--- src/rtl/pda_pkg.sv ---
`timescale 1ns / 1ps
package pda_pkg;

  localparam int PROB_FRAC_BITS = 24;
  localparam int ACC_WIDTH      = 64;
  localparam int PROB_W         = 25;
  localparam int SUM_W          = PROB_W + 1;
  localparam int OUT_W          = 48;

  // digit-by-digit square root of p << PROB_FRAC_BITS
  localparam int RAD_W      = PROB_W + PROB_FRAC_BITS;
  localparam int SQRT_STEPS = (RAD_W + 1) / 2;
  localparam int RAD_E      = 2 * SQRT_STEPS;
  localparam int ROOT_W     = SQRT_STEPS;
  localparam int REM_W      = SQRT_STEPS + 3;

  // log2 with integer part and fraction
  localparam int LOG_FRAC  = 30;
  localparam int LOG_INT_W = 5;
  localparam int LOG_W     = LOG_INT_W + LOG_FRAC;
  localparam int DIFF_W    = LOG_W + 2;
  localparam int MAG_W     = LOG_W + 1;
  localparam int MANT_W    = 32;

  localparam int MUL_W  = 32;
  localparam int PROD_W = 2 * MUL_W;
  localparam int LN_SH  = 28;
  localparam logic [MUL_W-1:0] LN2_Q28 = 32'd186065279;

  localparam int CNT_W       = 5;
  localparam int QUEUE_DEPTH = 2;
  localparam int QPTR_W      = 1;
  localparam int QCNT_W      = 2;

  // log and term selector codes
  localparam logic [1:0] SEL_FIRST  = 2'd0;
  localparam logic [1:0] SEL_SECOND = 2'd1;
  localparam logic [1:0] SEL_TOTAL  = 2'd2;

  typedef struct packed {
    logic [PROB_W-1:0] p1;
    logic [PROB_W-1:0] p2;
    logic [SUM_W-1:0]  total;
    logic              p1_nz;
    logic              p2_nz;
    logic              last;
  } item_t;

  typedef struct packed {
    logic [REM_W-1:0]  rem;
    logic [ROOT_W-1:0] root;
  } sqrt_t;

  typedef enum logic [3:0] {
    B_IDLE,
    B_SQRT,
    B_HEL_MUL,
    B_HEL_ACC,
    B_LOG_INIT,
    B_LOG,
    B_LN_LO,
    B_LN_HI,
    B_TERM_LO,
    B_TERM_HI,
    B_ACC,
    B_EMIT
  } back_state_t;

endpackage

--- src/rtl/pda_queue.sv ---
`timescale 1ns / 1ps
module pda_queue import pda_pkg::*; (
  input  logic  clk,
  input  logic  rst,
  input  item_t f_item,
  input  logic  f_valid,
  output logic  f_full,
  output item_t q_item,
  output logic  q_valid,
  input  logic  q_pop
);

  item_t             slots [QUEUE_DEPTH];
  logic [QPTR_W-1:0] wr_ptr;
  logic [QPTR_W-1:0] rd_ptr;
  logic [QCNT_W-1:0] count;
  logic              push;
  logic              pop;

  assign f_full  = (count == QCNT_W'(QUEUE_DEPTH));
  assign q_valid = (count != '0);
  assign q_item  = slots[rd_ptr];
  assign push    = f_valid && !f_full;
  assign pop     = q_pop && q_valid;

  always_ff @(posedge clk) begin
    if (rst) begin
      wr_ptr <= '0;
      rd_ptr <= '0;
      count  <= '0;
    end else begin
      if (push) wr_ptr <= wr_ptr + 1'b1;
      if (pop)  rd_ptr <= rd_ptr + 1'b1;
      if (push && !pop) begin
        count <= count + 1'b1;
      end else if (pop && !push) begin
        count <= count - 1'b1;
      end
    end
    if (push) slots[wr_ptr] <= f_item;
  end

endmodule

--- config.mk ---
export PLATFORM = sky130hd
export DESIGN_NAME = pda_queue
export DESIGN_NICKNAME = d
export VERILOG_FILES = /design/src/rtl/pda_pkg.sv /design/src/rtl/pda_queue.sv
export SDC_FILE = /design/constraint.sdc
export NUM_CORES = 1
export LEC_CHECK = 0
export BUFFER_PORTS_ARGS = -buffer_cell sky130_fd_sc_hd__buf_2
export CAP_MARGIN = 20
export CORE_MARGIN = 1
export CORE_UTILIZATION = 50
export CTS_CLUSTER_DIAMETER = 100
export DETAILED_ROUTE_END_ITERATION = 8
export HOLD_SLACK_MARGIN = 0.12
export PLACE_DENSITY = 0.74
export SLEW_MARGIN = 40
export SYNTH_ARGS = -nofsm -noshare
export SYNTH_HDL_FRONTEND = slang
export SYNTH_SLANG_ARGS = --single-unit
--- constraint.sdc ---
create_clock -name clk -period 7.7 [get_ports clk]
set_input_delay 0.77 -clock clk [delete_from_list [all_inputs] [get_ports clk]]
set_output_delay 0.77 -clock clk [all_outputs]
set_load 0.005 [all_outputs]
# After elaboration in Yosys (flattened, before gate mapping)

Memory sizes are Yosys's and may differ from the RTL's. A register that Yosys moved wholly into a read port is not among the register bits.
Cells that the tools add are included.
Widths: inputs -> output; s select.

Reductions and logical operators: 9
Add/sub/neg operators: 4
Muxes and demuxes: 6
Eq/ne operators: 1

Operators by type and width:

| operator            | count |
|---|---|
| $logic_and 1x1->1   | 4 |
| $mux 1              | 4 |
| $mux 2              | 2 |
| $reduce_bool 2->1   | 2 |
| $logic_not 1->1     | 3 |
| $add 1x1->1 const B | 2 |
| $add 2x1->2 const B | 1 |
| $eq 2x2->1 const B  | 1 |
| $sub 2x1->2 const B | 1 |

Memories kept: 1
Flip-flop bits (word level): 4
Output and inout port bits: 81
RAM bits: 158

Memories:

| name  | words | width | read ports | clocked after memory_dff | write ports | line            | RTL |
|---|---|---|---|---|---|---|---|
| slots | 2     | 79    | 1          | 1                        | 1           | pda_queue.sv:13 | `item_t slots [QUEUE_DEPTH];` |

# Longest topological paths before layout

Depth in word-level cells: 7
Mapped depth: 6
Gate-level depth less buffers: 6

# Least setup slack after synthesis

Ideal clock, no wire load.

Path kind: input to register
Start: in f_valid
End: mem slots[1][0] (netlist bit) (enable)
Setup time: 446 ps
Data required time: 7254 ps
Path slack: 4451 ps
Stages: 3
Arrival: 2803 ps
Path through: inv_1 > nor2_1 > and2_1

Longest elaborated chain between the ends: 3

RTL lines:

| item                         | line            | RTL |
|---|---|---|
| start, declared              | pda_queue.sv:6  | `input logic f_valid,` |
| $logic_and 1x1->1            | pda_queue.sv:23 | `assign push = f_valid && !f_full;` |
| net push                     | pda_queue.sv:17 | `logic push;` |
| $mux 1                       | pda_queue.sv:40 | `if (push) slots[wr_ptr] <= f_item;` |
| $mux 1 (not written as such) | pda_queue.sv:40 |  |
| end, declared                | pda_queue.sv:13 |  |

The timed path passes the listed nets, and every way through them passes these cells.

==> impl_metrics.toml <==
[outcome]
status = "complete, but fails checks"
failed_checks = "design-rule violations"

[die]
start_util_pct = 51.72
die_height_um = 111.1
die-area_um2 = 12350
io_pins = 164
placement_rows = 39
coreArea_um2 = 11520
die_w_um = 111.1

[drt]
wire_per_inst_um = 16.45
drt-total-wl_um = 9951
vias = 3021
drt-pass1-iter-count = 6
first_iter_violations = 197
postRouteAntennaNets = 0
vias_per_cell = 4.993
drc = 28

[synthesis]
synthTopCellsByCount = "edfxtp_1 (158), mux2_2 (69), mux2_4 (10), buf_2 (6), dfxtp_1 (5)"
yosysTopAreaCellShare_pct = 79.66
synth_edf_count = 158
synth.most_common_cell = "edfxtp_1"
synthCells = 271
syn_nets = 355
synth.top_cells.by_area = "edfxtp_1 (80%), mux2_2 (13%), mux2_4 (2.5%), dfxtp_1 (1.7%), buf_6 (0.57%)"
yosysSeqAreaShare_pct = 81.34
async_flop_share_pct = 0
avgSynthCellArea_um2 = 21.98
synthDistinctLibCells = 16
synth_ff_type = "edfxtp_1"
ys_ff_latch = 163
synth_largest_area_cell = "edfxtp_1"
netlist_area_um2 = 5956
ys_warn_count = 0

[power]
p_sw_share_pct = 23.68
clkPwrFrac_pct = 34.4
p_switching_w = 0.0006142
p_leak_nw = 2.889
combPwrFrac_pct = 21.0
ir_drop_mv = 0.2854
p_per_area_nw_per_um2 = 340.2
p_int_w = 0.001980
pwr-share-seq_pct = 44.6

[layout]
finish.utilization_pct = 66.20
multi_input_area_um2 = 1042
nNetsFinal = 533
fill_cells = 795
drive_gt1_share_pct = 61.04
ff_latch_area_um2 = 4848
insertedDiodeCount = 0
design_area_um2 = 7624
syn2layout_area_growth_pct = 28.00

[setup_path]
cp_max_fo = 36
required_ns = 6.93
path_class = "reg2out"
worstPathCellList = "buf_12, mux2_2, buf_2"
cpPeakStageDelay_ns = 0.48
endpoint_kind = "output pin"
cp-start-kind = "flip-flop"
crit_slowest_cell = "dfxtp_4"
cp.arrival_ns = 1.68

[grt]
grt_pass1_vias = 3185
grt_max_degree = 80
grt_overflow = 0
antenna_found_initial = 0
globalRouteTotalUtil_pct = 17.06
grt_pass1_wl_um = 15550

[place]
dp_hpwl_um = 6475
port_buffers = 163
dpl-instance-area_um2 = 6985
place_congestion = 0.6656

[worst_hold_path]
hp-class = "reg2reg"

[clocking]
root_buffer = "clkbuf_16"
cts_sinks = 163
postCtsHoldBufs = 0
postCtsResizedCells = 0
cts_buffer_depth = 2
cts_tree = "done"
clk_latency_ns = 0.41
ctsHtreeMaxLevel = 4
clk_pin_slew_ns = 0.06
cts_made_buffers = 17
post_cts_buffers = 0

[timing]
fmax_ghz = 0.4076
max_slew_margin_pct = 49.96
setup_viol = 0
grt_setup_unrepaired = "false"
fin_crit_sh_pct = 31.86
fin_crit_ns = 2.453
worstMarginPinSlew_ns = 0.7505
setup_tns_ns = 0
drv_slew = 0
finalHoldViolations = 0
skew_ns = 0.005628

[flow_run]
drv_cap = 0
## cell type report
cell class / count / area share [%]
sequential: 163 / 63.60
clock inverter: 15 / 2.790
clock buffer: 17 / 5.580
timing repair buffer: 168 / 11.90
tap: 143 / 2.347
multi-input combinational: 97 / 13.67
inverter: 2 / 0.1149
## placed cells by master, fill, tap and decap left out
cell type,Yosys,layout
bufinv_16,0,5
xor2_1,3,3
edfxtp_1,158,158
clkinv_1,0,2
nor2b_2,1,1
inv_1,2,1
ha_1,1,1
and2_4,0,1
inv_6,0,1
nor2_1,4,4
dfxtp_1,5,4
clkinvlp_4,0,3
clkinv_2,0,4
o21ai_0,3,3
clkinv_4,0,1
or2_2,1,1
buf_6,3,1
or3_1,2,2
mux2_2,69,69
buf_2,6,163
mux2_4,10,10
clkbuf_16,0,17
a21oi_1,2,2
buf_12,0,4
dfxtp_4,0,1
## power by group through the flow
| stage | registers [W] | clock network, W | logic (W) |
|---|---|---|---|
| 6_report | 0.00116 | 0.000893 | 0.000544 |
| 5_1_grt | 0.00117 | 0.000945 | 0.000592 |
| 4_1_cts | 0.00116 | 0.000912 | 0.000556 |
| 3_5_place_dp | 0.00118 | 0 | 0.000553 |
| 3_3_place_gp | 0.00122 | 0 | 0.000472 |
| 2_1_floorplan | 0.00116 | 0 | 0.000340 |
## per-stage QoR
step | hold slack (ns) | total power [W] | worst slack (ns) | cells
2_1_floorplan | 0.4516 | 0.001502 | 4.451 | 271
3_3_place_gp | 0.4691 | 0.001693 | 5.155 | 569
3_5_place_dp | 0.4993 | 0.001729 | 5.320 | 573
4_1_cts | 0.5171 | 0.002627 | 5.203 | 605
5_1_grt | 0.5166 | 0.002705 | 5.151 | 605
6_report | 0.5182 | 0.002594 | 5.247 | 605
## cell families (layout without fill, tap and decap cells)
kind of cell | after synthesis | after routing | synth area share (%)
AOI/OAI and AO/OA | 5 | 5 | 0.4201
xor gates and xnor gates | 3 | 3 | 0.4413
adders and majority gates | 1 | 1 | 0.2101
buffers and inverters | 11 | 202 | 1.198
DFF | 163 | 163 | 81.34
muxes | 79 | 79 | 15.57
and+or+nand+nor | 9 | 9 | 0.8194
## layer usage
layer  track usage (%)  wire (µm)  part of all wire [%]  up-vias
met5                 0          0                     0        -
met4             8.649        107                   1.1        0
met3             6.178        728                   7.3        8
met2             27.46       4971                    50      113
met1             20.30       4144                    42     1476
li1                  -          -                     -     1424
## path summary, 6_finish.rpt
| kind | end | cells past startpoint | start | slack [ns] |
|---|---|---|---|---|
| max reg2reg | slots[0][51] | 4 | count[0] | 5.76 |
| min reg2reg | rd_ptr | 2 | rd_ptr | 0.52 |
| max | q_item[65] | 3 | flip-flop | 5.25 |
| min | rd_ptr | 2 | rd_ptr | 0.52 |
## worst max-delay path, delay by kind of cell, from the launching register on
kind / cells / cell delay, ns
flip-flops: 1 / 0.48
multiplexers: 1 / 0.38
buffers and inverters: 2 / 0.39
## state kept, by name, indices dropped and copies added (netlist names), named ones only
name,cells
count,2
rd_ptr,1
slots,158
wr_ptr,1
No activity file was read; power rests on OpenSTA's default activity.
