`config.mk`:
```
export PLATFORM = sky130hd
export DESIGN_NAME = pda_front
export DESIGN_NICKNAME = d
export VERILOG_FILES = /design/src/rtl/pda_pkg.sv /design/src/rtl/pda_front.sv
export SDC_FILE = /design/constraint.sdc
export NUM_CORES = 1
export LEC_CHECK = 0
export ABC_AREA = 1
export BUFFER_PORTS_ARGS = -buffer_cell sky130_fd_sc_hd__buf_4
export CELL_PAD_IN_SITES_DETAIL_PLACEMENT = 0
export CELL_PAD_IN_SITES_GLOBAL_PLACEMENT = 2
export CORE_MARGIN = 4
export CORE_UTILIZATION = 30
export CTS_BUF_LIST = sky130_fd_sc_hd__clkbuf_4 sky130_fd_sc_hd__clkbuf_8
export DETAILED_ROUTE_END_ITERATION = 7
export PLACE_DENSITY_LB_ADDON = 0.2
export SLEW_MARGIN = 20
export SYNTH_ARGS = -nofsm -noshare
export SYNTH_HDL_FRONTEND = slang
export SYNTH_SLANG_ARGS = --single-unit
```
`constraint.sdc`:
```
create_clock -name clk -period 9 [get_ports clk]
set_clock_uncertainty 0.2 [all_clocks]
set_input_delay 1.35 -clock clk [delete_from_list [all_inputs] [get_ports clk]]
set_output_delay 1.35 -clock clk [all_outputs]
set_load 0.1 [all_outputs]
```
`src/rtl/pda_pkg.sv`:
```
`timescale 1ns / 1ps
package pda_pkg;

  localparam int PROB_FRAC_BITS = 24;
  localparam int ACC_WIDTH      = 64;
  localparam int PROB_W         = 25;
  localparam int SUM_W          = PROB_W + 1;
  localparam int OUT_W          = 48;

  // digit-by-digit square root of p << PROB_FRAC_BITS
  localparam int RAD_W      = PROB_W + PROB_FRAC_BITS;
  localparam int SQRT_STEPS = (RAD_W + 1) / 2;
  localparam int RAD_E      = 2 * SQRT_STEPS;
  localparam int ROOT_W     = SQRT_STEPS;
  localparam int REM_W      = SQRT_STEPS + 3;

  // log2 with integer part and fraction
  localparam int LOG_FRAC  = 30;
  localparam int LOG_INT_W = 5;
  localparam int LOG_W     = LOG_INT_W + LOG_FRAC;
  localparam int DIFF_W    = LOG_W + 2;
  localparam int MAG_W     = LOG_W + 1;
  localparam int MANT_W    = 32;

  localparam int MUL_W  = 32;
  localparam int PROD_W = 2 * MUL_W;
  localparam int LN_SH  = 28;
  localparam logic [MUL_W-1:0] LN2_Q28 = 32'd186065279;

  localparam int CNT_W       = 5;
  localparam int QUEUE_DEPTH = 2;
  localparam int QPTR_W      = 1;
  localparam int QCNT_W      = 2;

  // log and term selector codes
  localparam logic [1:0] SEL_FIRST  = 2'd0;
  localparam logic [1:0] SEL_SECOND = 2'd1;
  localparam logic [1:0] SEL_TOTAL  = 2'd2;

  typedef struct packed {
    logic [PROB_W-1:0] p1;
    logic [PROB_W-1:0] p2;
    logic [SUM_W-1:0]  total;
    logic              p1_nz;
    logic              p2_nz;
    logic              last;
  } item_t;

  typedef struct packed {
    logic [REM_W-1:0]  rem;
    logic [ROOT_W-1:0] root;
  } sqrt_t;

  typedef enum logic [3:0] {
    B_IDLE,
    B_SQRT,
    B_HEL_MUL,
    B_HEL_ACC,
    B_LOG_INIT,
    B_LOG,
    B_LN_LO,
    B_LN_HI,
    B_TERM_LO,
    B_TERM_HI,
    B_ACC,
    B_EMIT
  } back_state_t;

endpackage

```
`src/rtl/pda_front.sv`:
```
`timescale 1ns / 1ps
module pda_front import pda_pkg::*; (
  input  logic              clk,
  input  logic              rst,
  input  logic              item_valid,
  output logic              item_stall,
  input  logic [PROB_W-1:0] prob_first,
  input  logic [PROB_W-1:0] prob_second,
  input  logic              last_item,
  output item_t             f_item,
  output logic              f_valid,
  input  logic              f_full
);

  logic load;

  assign item_stall = f_valid && f_full;
  assign load       = item_valid && !item_stall;

  always_ff @(posedge clk) begin
    if (rst) begin
      f_valid <= 1'b0;
    end else if (load) begin
      f_valid <= 1'b1;
    end else if (!f_full) begin
      f_valid <= 1'b0;
    end
    if (load) begin
      f_item.p1    <= prob_first;
      f_item.p2    <= prob_second;
      f_item.total <= SUM_W'(prob_first) + SUM_W'(prob_second);
      f_item.p1_nz <= (prob_first != '0);
      f_item.p2_nz <= (prob_second != '0);
      f_item.last  <= last_item;
    end
  end

endmodule

```
# After elaboration in Yosys (flattened, before gate mapping)
# Index checks and enable logic that the tools add are counted.
[classes] n_addsub=1 n_eq_ne=1 n_mux=2 n_reduce_logical=5
[ops] cell="nonzero test 25 bit" n=2
[ops] cell="adder 25 x 25 -> 26 bit" n=1
[ops] cell="logical AND 1 bit" n=2
[ops] cell="two-way mux 1 bit" n=2
[ops] cell="!= test 2 x 1 -> 1 bit, second input constant" n=1
[ops] cell="logical NOT 1 bit" n=1
[word_totals] in_bits=55 word_cells=16 reg_bits=80

# Depth between registers and ports, before layout
# Gate-level depths: netlist of the first run.
[logic_depth] ltp_word=4 depth_mapped=12 ltp_nobuf=12

# Least setup slack after synthesis of the first run
# Ideal clock, no wire load.
[synth_timing] path_kind="input port to flip-flop" from="input port f_full" to="register f_item[0] (netlist bit), enable pin" slack_ns=2.996 path_stages=3 arrival_time_ns=5.288 required_time_ns=8.284 n_path_buf=0 path_cell_list="nand2_1 -> inv_1 -> nor2_1"
[synth_via] elab_chain_len=3
[synth_lines] item="from (decl)" line_no="pda_front.sv:12" source="input logic f_full"
[synth_lines] item="logical AND 1 bit" line_no="pda_front.sv:17" source="assign item_stall = f_valid && f_full;"
[synth_lines] item="named net item_stall" line_no="pda_front.sv:6" source="output logic item_stall,"
[synth_lines] item="logical NOT 1 bit" line_no="pda_front.sv:18" source="assign load = item_valid && !item_stall;"
[synth_lines] item="logical AND 1 bit" line_no="pda_front.sv:18"
[synth_lines] item="named net load" line_no="pda_front.sv:15" source="logic load;"
[synth_lines] item="to (decl)" line_no="pda_front.sv:10" source="output item_t f_item,"
# The timed path passes the listed nets, and every way through them passes these cells.
# A chain may end at the register's enable or synchronous reset.

# Worst setup path in the final report of the first run
[layout_timing] from="input port f_full" to="output port item_stall"
[layout_via] elab_chain_len=1
[layout_lines] item="logical AND 1 bit" line_no="pda_front.sv:17"
[layout_lines] item="to (decl)" line_no="pda_front.sv:6"
# No other way between the ends.

==> run metrics, run 1 <==
commonest non-fill, non-tap cell in the layout nand2_1; share of layout cells above drive strength 1 0.270; P_int about 0.00064 W; syn nets 582; CTS tree built; Chip Width 130 µm; Total GRT Usage 0.149; max-slew violations 0; core area roughly 15000 µm²; drt first pass iters 4; sw power about 0.00047 W; clock slew at reported path FFs roughly 80 ps; post-layout min period between 3000 and 4000 ps; Synth area leader edfxtp_1; largest net degree at the start of global routing 80; Cell Rows 44; setup bufs post-CTS 0; Resized cells post-CTS 0; CP endpoint kind output pin; Worst VDD drop 0.0000723 V; WP buf/inv 3; Net Sw Frac 0.423; Yosys reg bits 80; Die Height 130 µm; clock tree sinks 80; maximum clock frequency just under 0.3 GHz; slowest CP cell buf_4; kind of critical path primary input to output pin; first-pass GRT wire length around 19 mm; ranking of synthesized cells by area edfxtp_1 (53%), nand2_1 (15%), inv_1 (8.0%), ha_1 (7.0%), xor2_1 (2.3%); total length of routed wires ~13 mm; outcome complete, no violations; post-route clock period utilization 0.383; Top-Level Pins ~140; critical path required time 7450 ps; clk buf depth 2; setup TNS 0 ps; distinct cell type count after synthesis 23; relative slew slack 0.313; register area share after synthesis 0.535; Die Footprint 16900 µm²; CTS H-tree lvls 3; Worst Max-Slew Pin Slew roughly 1000 ps; P_leak between 2 and 3 nW; Via density ~4.3; DRC 0; most frequent cells in the layout nand2_1 (175), buf_4 (136), inv_1 (95); initial antenna violation count 0; RSZ-0062 raised after global routing false; CP Data Arrival Time roughly 1900 ps; Inserted Clock Buffers 9; delay-heaviest family, CP buffers and inverters; CP peak stage delay 310 ps; post-DP HPWL about 10 mm; crit-path cells buf_4 -> nand2_1 -> inv_1 -> buf_4; kind of start point of the critical path primary input; Yosys Warn Count 0; Clk Latency, worst-skew pair roughly 370 ps; cell count after synthesis around 500; vias in the first global route around 3600; hold path start f_valid; worst r2r src f_valid; Hold Path Class flop to flop; sequential power share 0.409; Cell Pwr Density about 190 nW/µm²; Post-Syn Area between 4000 and 5000 µm²; share of the synthesized area in the top cell type 0.530; placed insts 821; syn_area_per_cell between 8 and 9 µm²; Clock Power Share 0.217; total grt overflow 0; diode count 0; Worst Setup SP f_full; routability cong. between 0.8 and 0.9; Final Hold Fails 0; clock root buffer clkbuf_8; Crit path top cell by count buf_4; Starting DRT DRC Count 153; I/O Buffers 135; Max-Cap Viols 0; Final nets about 730; Final setup viols 0; Antenna Nets Post-Route 0; WL per Instance approximately 15 µm; final cell count without fillers around 840; CP max FO 2; Area Growth Syn to Fin 31.9%; hold_buf cts 0; DR vias about 3600; Initial Utilization 0.307; Combinational Power Share 0.374
[worst paths after layout]
path / cells after the start / endpoint / slack (ps)
setup / recovery: 4 / item_stall / 5550
hold reg to reg: 2 / f_valid / 280
setup reg to reg: 4 / f_item[13] / 7060
hold / removal: 2 / f_valid / 280
[worst register-to-register path: stages, from the launching register on]
cell	delay (ps)
dfxtp_1	320
nand2_1	70
inv_1	70
nor2_4	70
buf_4	770
[power by group through the flow]
stage / clock [W] / combinational [W] / sequential (W)
floorplan: 0 / 0.000108 / 0.000670
global placement: 0 / 0.000420 / 0.000464
detailed placement: 0 / 0.000420 / 0.000465
CTS: 0.000251 / 0.000421 / 0.000456
global route: 0.000267 / 0.000445 / 0.000458
finish: 0.000242 / 0.000417 / 0.000456
[layout make-up]
| class | count | area, µm² |
|---|---|---|
| Clock buffer | 10 | 131 |
| Tap cell | 184 | 230 |
| Fill cell | 1515 | 8690 |
| Timing Repair Buffer | 136 | 1020 |
| Multi-Input combinational cell | 324 | 1730 |
| Inverter | 97 | 364 |
| Clock inverter | 6 | 36.3 |
| Sequential cell | 80 | 2390 |
[cell usage after synthesis]
cell      count
nand2_1     175
xor2_1       12
xnor2_1       1
dfxtp_1       1
nor2_2        6
fa_1          1
and2_1        2
inv_2         2
inv_1        95
or2_0         1
ha_1         25
nand2_2       8
nand3b_1      2
nor3_1        3
nor2_1       27
edfxtp_1     79
nor2_4        4
nand3_2       4
or2_1         1
nand3_1      17
nand4_1       8
a21oi_1      15
nor4_1       12
[registers in the layout, summed over array words and instances (netlist names)]
signal and flops:
f_item 79, f_valid 1
[stage by stage]
stage               setup WS [ps]  total power (W)  cell area, µm²  hold WS, ps   util
floorplan                    3000         0.000778            4470          716      -
global placement             5560         0.000885            5730          273  0.393
detailed placement           5550         0.000885            5730          276  0.393
CTS                          5550          0.00113            5900          288  0.404
global route                 5500          0.00117            5900          330  0.404
finish                       5550          0.00111            5900          282  0.404
[per-layer routing]
layer  track usage  vias up  share of wire
met1         0.209     1640           0.48
li1              -     1894              -
met4        0.0495        0          0.016
met5             0        -              0
met2         0.227       84           0.45
met3        0.0344       15          0.056
[cell families after synthesis]
logic type / share of synthesized area
AOI/OAI and AO/OA: 0.0168
xor gates and xnor gates: 0.0254
adders and majority gates: 0.0744
buffers and inverters: 0.0814
DFF: 0.535
and+or+nand+nor: 0.267
No activity file was read; power rests on OpenSTA's default activity.
==> run 2: changes to the inputs <==
clock period = 3.2 ns   (was 9 ns; I/O delays follow)
==> run 2 against run 1 <==
  * Register-to-register slack got worse by 5400 ps
  * Wire length is 1.2% higher
  * Via count increased by 0.22%
  * Die area did not move
  * Core utilization up 0.25 points
  * First-iteration DRC count did not move
  * Non-clock buffer count stayed put
  * Sequential share of layout area decreased by 0.25 points
  * Flip-flop and latch count did not move
==> run metrics, run 2 (synthesis gave the netlist of run 1 again) <==
most frequent cells in the layout nand2_1 (175), buf_4 (135), inv_1 (95) (was nand2_1 (175), buf_4 (136), inv_1 (95)); post-route clock period utilization 0.660; setup bufs post-CTS 0 (unchanged); kind of start point of the critical path primary input (unchanged); Clk Latency, worst-skew pair 360 ps (was 370 ps); CTS tree built (unchanged); kind of critical path primary input to flop (was primary input to output pin); first-pass GRT wire length 19.3 mm (was 19.1 mm); share of layout cells above drive strength 1 0.271 (was 0.270); post-layout min period ~2100 ps; Net Sw Frac 0.411 (was 0.423); Die Footprint 16900 µm² (unchanged); vias in the first global route 3554 (was 3623); max reg flops 79 (unchanged); RSZ-0062 raised after global routing false (unchanged); max-slew violations 0 (unchanged); total grt overflow 0 (unchanged); worst r2r src f_valid (unchanged); filler cell count 1525 (was 1515); Antenna Nets Post-Route 0 (unchanged); FF-to-FF End f_item[27] (was f_item[13]); commonest non-fill, non-tap cell in the layout nand2_1 (unchanged); drt first pass iters 5 (was 4); clk buf depth 2 (unchanged); relative slew slack 0.680 (was 0.313); Chip Width 130 µm (unchanged); multi-input logic area 1730 µm² (unchanged); diode count 0 (unchanged); Final Hold Fails 0 (unchanged); Worst Reg-to-Reg Cells 4 (unchanged); sequential power share 0.400 (was 0.409); Initial Utilization 0.307 (unchanged); Cell Pwr Density 541 nW/µm² (was 189 nW/µm²); Power, Total 0.00321 W (was 0.00111 W); critical path required time 3130 ps (was 7450 ps); Final setup viols 0 (unchanged); clock slew at reported path FFs 80 ps (about the same); crit path to f_item[27] (was item_stall); R2R setup slack 1670 ps (was 7060 ps); Hold Path Class primary input to flop (was flop to flop); Total GRT Usage 0.152 (was 0.149); Max-Cap Viols 0 (unchanged); initial antenna violation count 0 (unchanged); setup TNS 0 ps (unchanged); clock tree sinks 80 (unchanged); outcome complete, no violations (unchanged); P_int 0.00189 W (was 0.000643 W); maximum clock frequency ~0.47 GHz; Area Growth Syn to Fin 32.7% (was 31.9%); Clock Power Share 0.235 (was 0.217); hold_buf cts 0 (unchanged); Worst Max-Slew Pin Slew 476 ps (was 1030 ps); Seq. cell area 2390 µm² (unchanged); Via density 4.35 (was 4.34); sw power 0.00132 W (was 0.000472 W); DR vias 3641 (was 3633); P_leak 2.88 nW (was 2.86 nW); Die Height 130 µm (unchanged); WL per Instance 15.2 µm (was 15.0 µm); I/O Buffers 135 (unchanged); Top-Level Pins 136 (unchanged); largest registers f_item x79, f_valid x1 (unchanged); core area 14600 µm² (unchanged); Final nets 729 (unchanged); Starting DRT DRC Count 153 (unchanged); routability cong. 0.814 (was 0.834); CP max FO 4 (was 2); clock root buffer clkbuf_8 (unchanged); Combinational Power Share 0.366 (was 0.374); Worst Setup SP prob_first[0] (was f_full); post-DP HPWL 10.3 mm (was 10.0 mm); largest net degree at the start of global routing 80 (unchanged); Inserted Clock Buffers 9 (unchanged); Worst VDD drop 0.000231 V (was 0.0000723 V); total length of routed wires 12.7 mm (was 12.5 mm); Top reg by flops f_item (unchanged); Cell Rows 44 (unchanged); CTS H-tree lvls 3 (unchanged); Resized cells post-CTS 0 (unchanged); CP endpoint kind flop (was output pin); CP Data Arrival Time 2040 ps (was 1900 ps); DRC 0 (unchanged)
## run 2: cell count changes in the layout (fill, tap and decap cells not counted)
cell,change
buf_12,+1
buf_4,-1
bufinv_16,+1
clkinv_1,-1
clkinv_2,+1
clkinvlp_4,-1
## run 2: layout make-up
class / instances / area share
Clock buffer: 10 / 0.0221
Sequential cell: 80 / 0.403
Clock inverter: 6 / 0.0101
Tap cell: 184 / 0.0388
Timing Repair Buffer: 136 / 0.174
Multi-Input combinational cell: 324 / 0.291
Inverter: 97 / 0.0613
## run 2: worst min path at each step
stage | endpoint | slack [ps] | cells past startpoint | start
6_report | f_valid | 60 | 2 | rst
5_1_grt | f_valid | 30 | 2 | rst
4_1_cts | f_valid | 40 | 2 | rst
3_5_place_dp | f_valid | 290 | 2 | f_valid
3_3_place_gp | f_valid | 270 | 2 | f_valid
2_1_floorplan | f_valid | 350 | 1 | rst
## run 2: per-stage QoR
step           area, µm²  hold WS (ps)  setup WS (ps)  std cells  utilization
2_1_floorplan       4480           349           8.01        501            -
3_3_place_gp        5750           267            683        821        0.394
3_5_place_dp        5750           287            688        821        0.394
4_1_cts             5940          35.2           1080        837        0.407
5_1_grt             5940          33.1            975        837        0.407
6_report            5940          59.1           1090        837        0.407
## run 2: critical path, stage by stage
cell,delay [ps]
buf_4,100
ha_1,260
inv_1,80
fa_1,420
inv_1,110
nand2_1,60
nand2_1,80
nand3_2,70
nand2_2,140
nand2_1,90
nand4_1,90
nand2_1,60
## run 2: layer usage
metal,vias up,track usage,part of all wire
met5,-,0,0
met4,0,0.0550,0.015
met3,12,0.0278,0.046
met2,72,0.239,0.46
met1,1661,0.210,0.48
li1,1896,-,-
## run 2: power groups by stage
stage                     sequential, W  clock (W)  combinational (W)
after floorplan                 0.00188          0           0.000304
after global placement          0.00131          0            0.00119
after detailed placement        0.00131          0            0.00119
after CTS                       0.00129   0.000786            0.00119
after global routing            0.00129   0.000834            0.00125
final                           0.00128   0.000754            0.00117
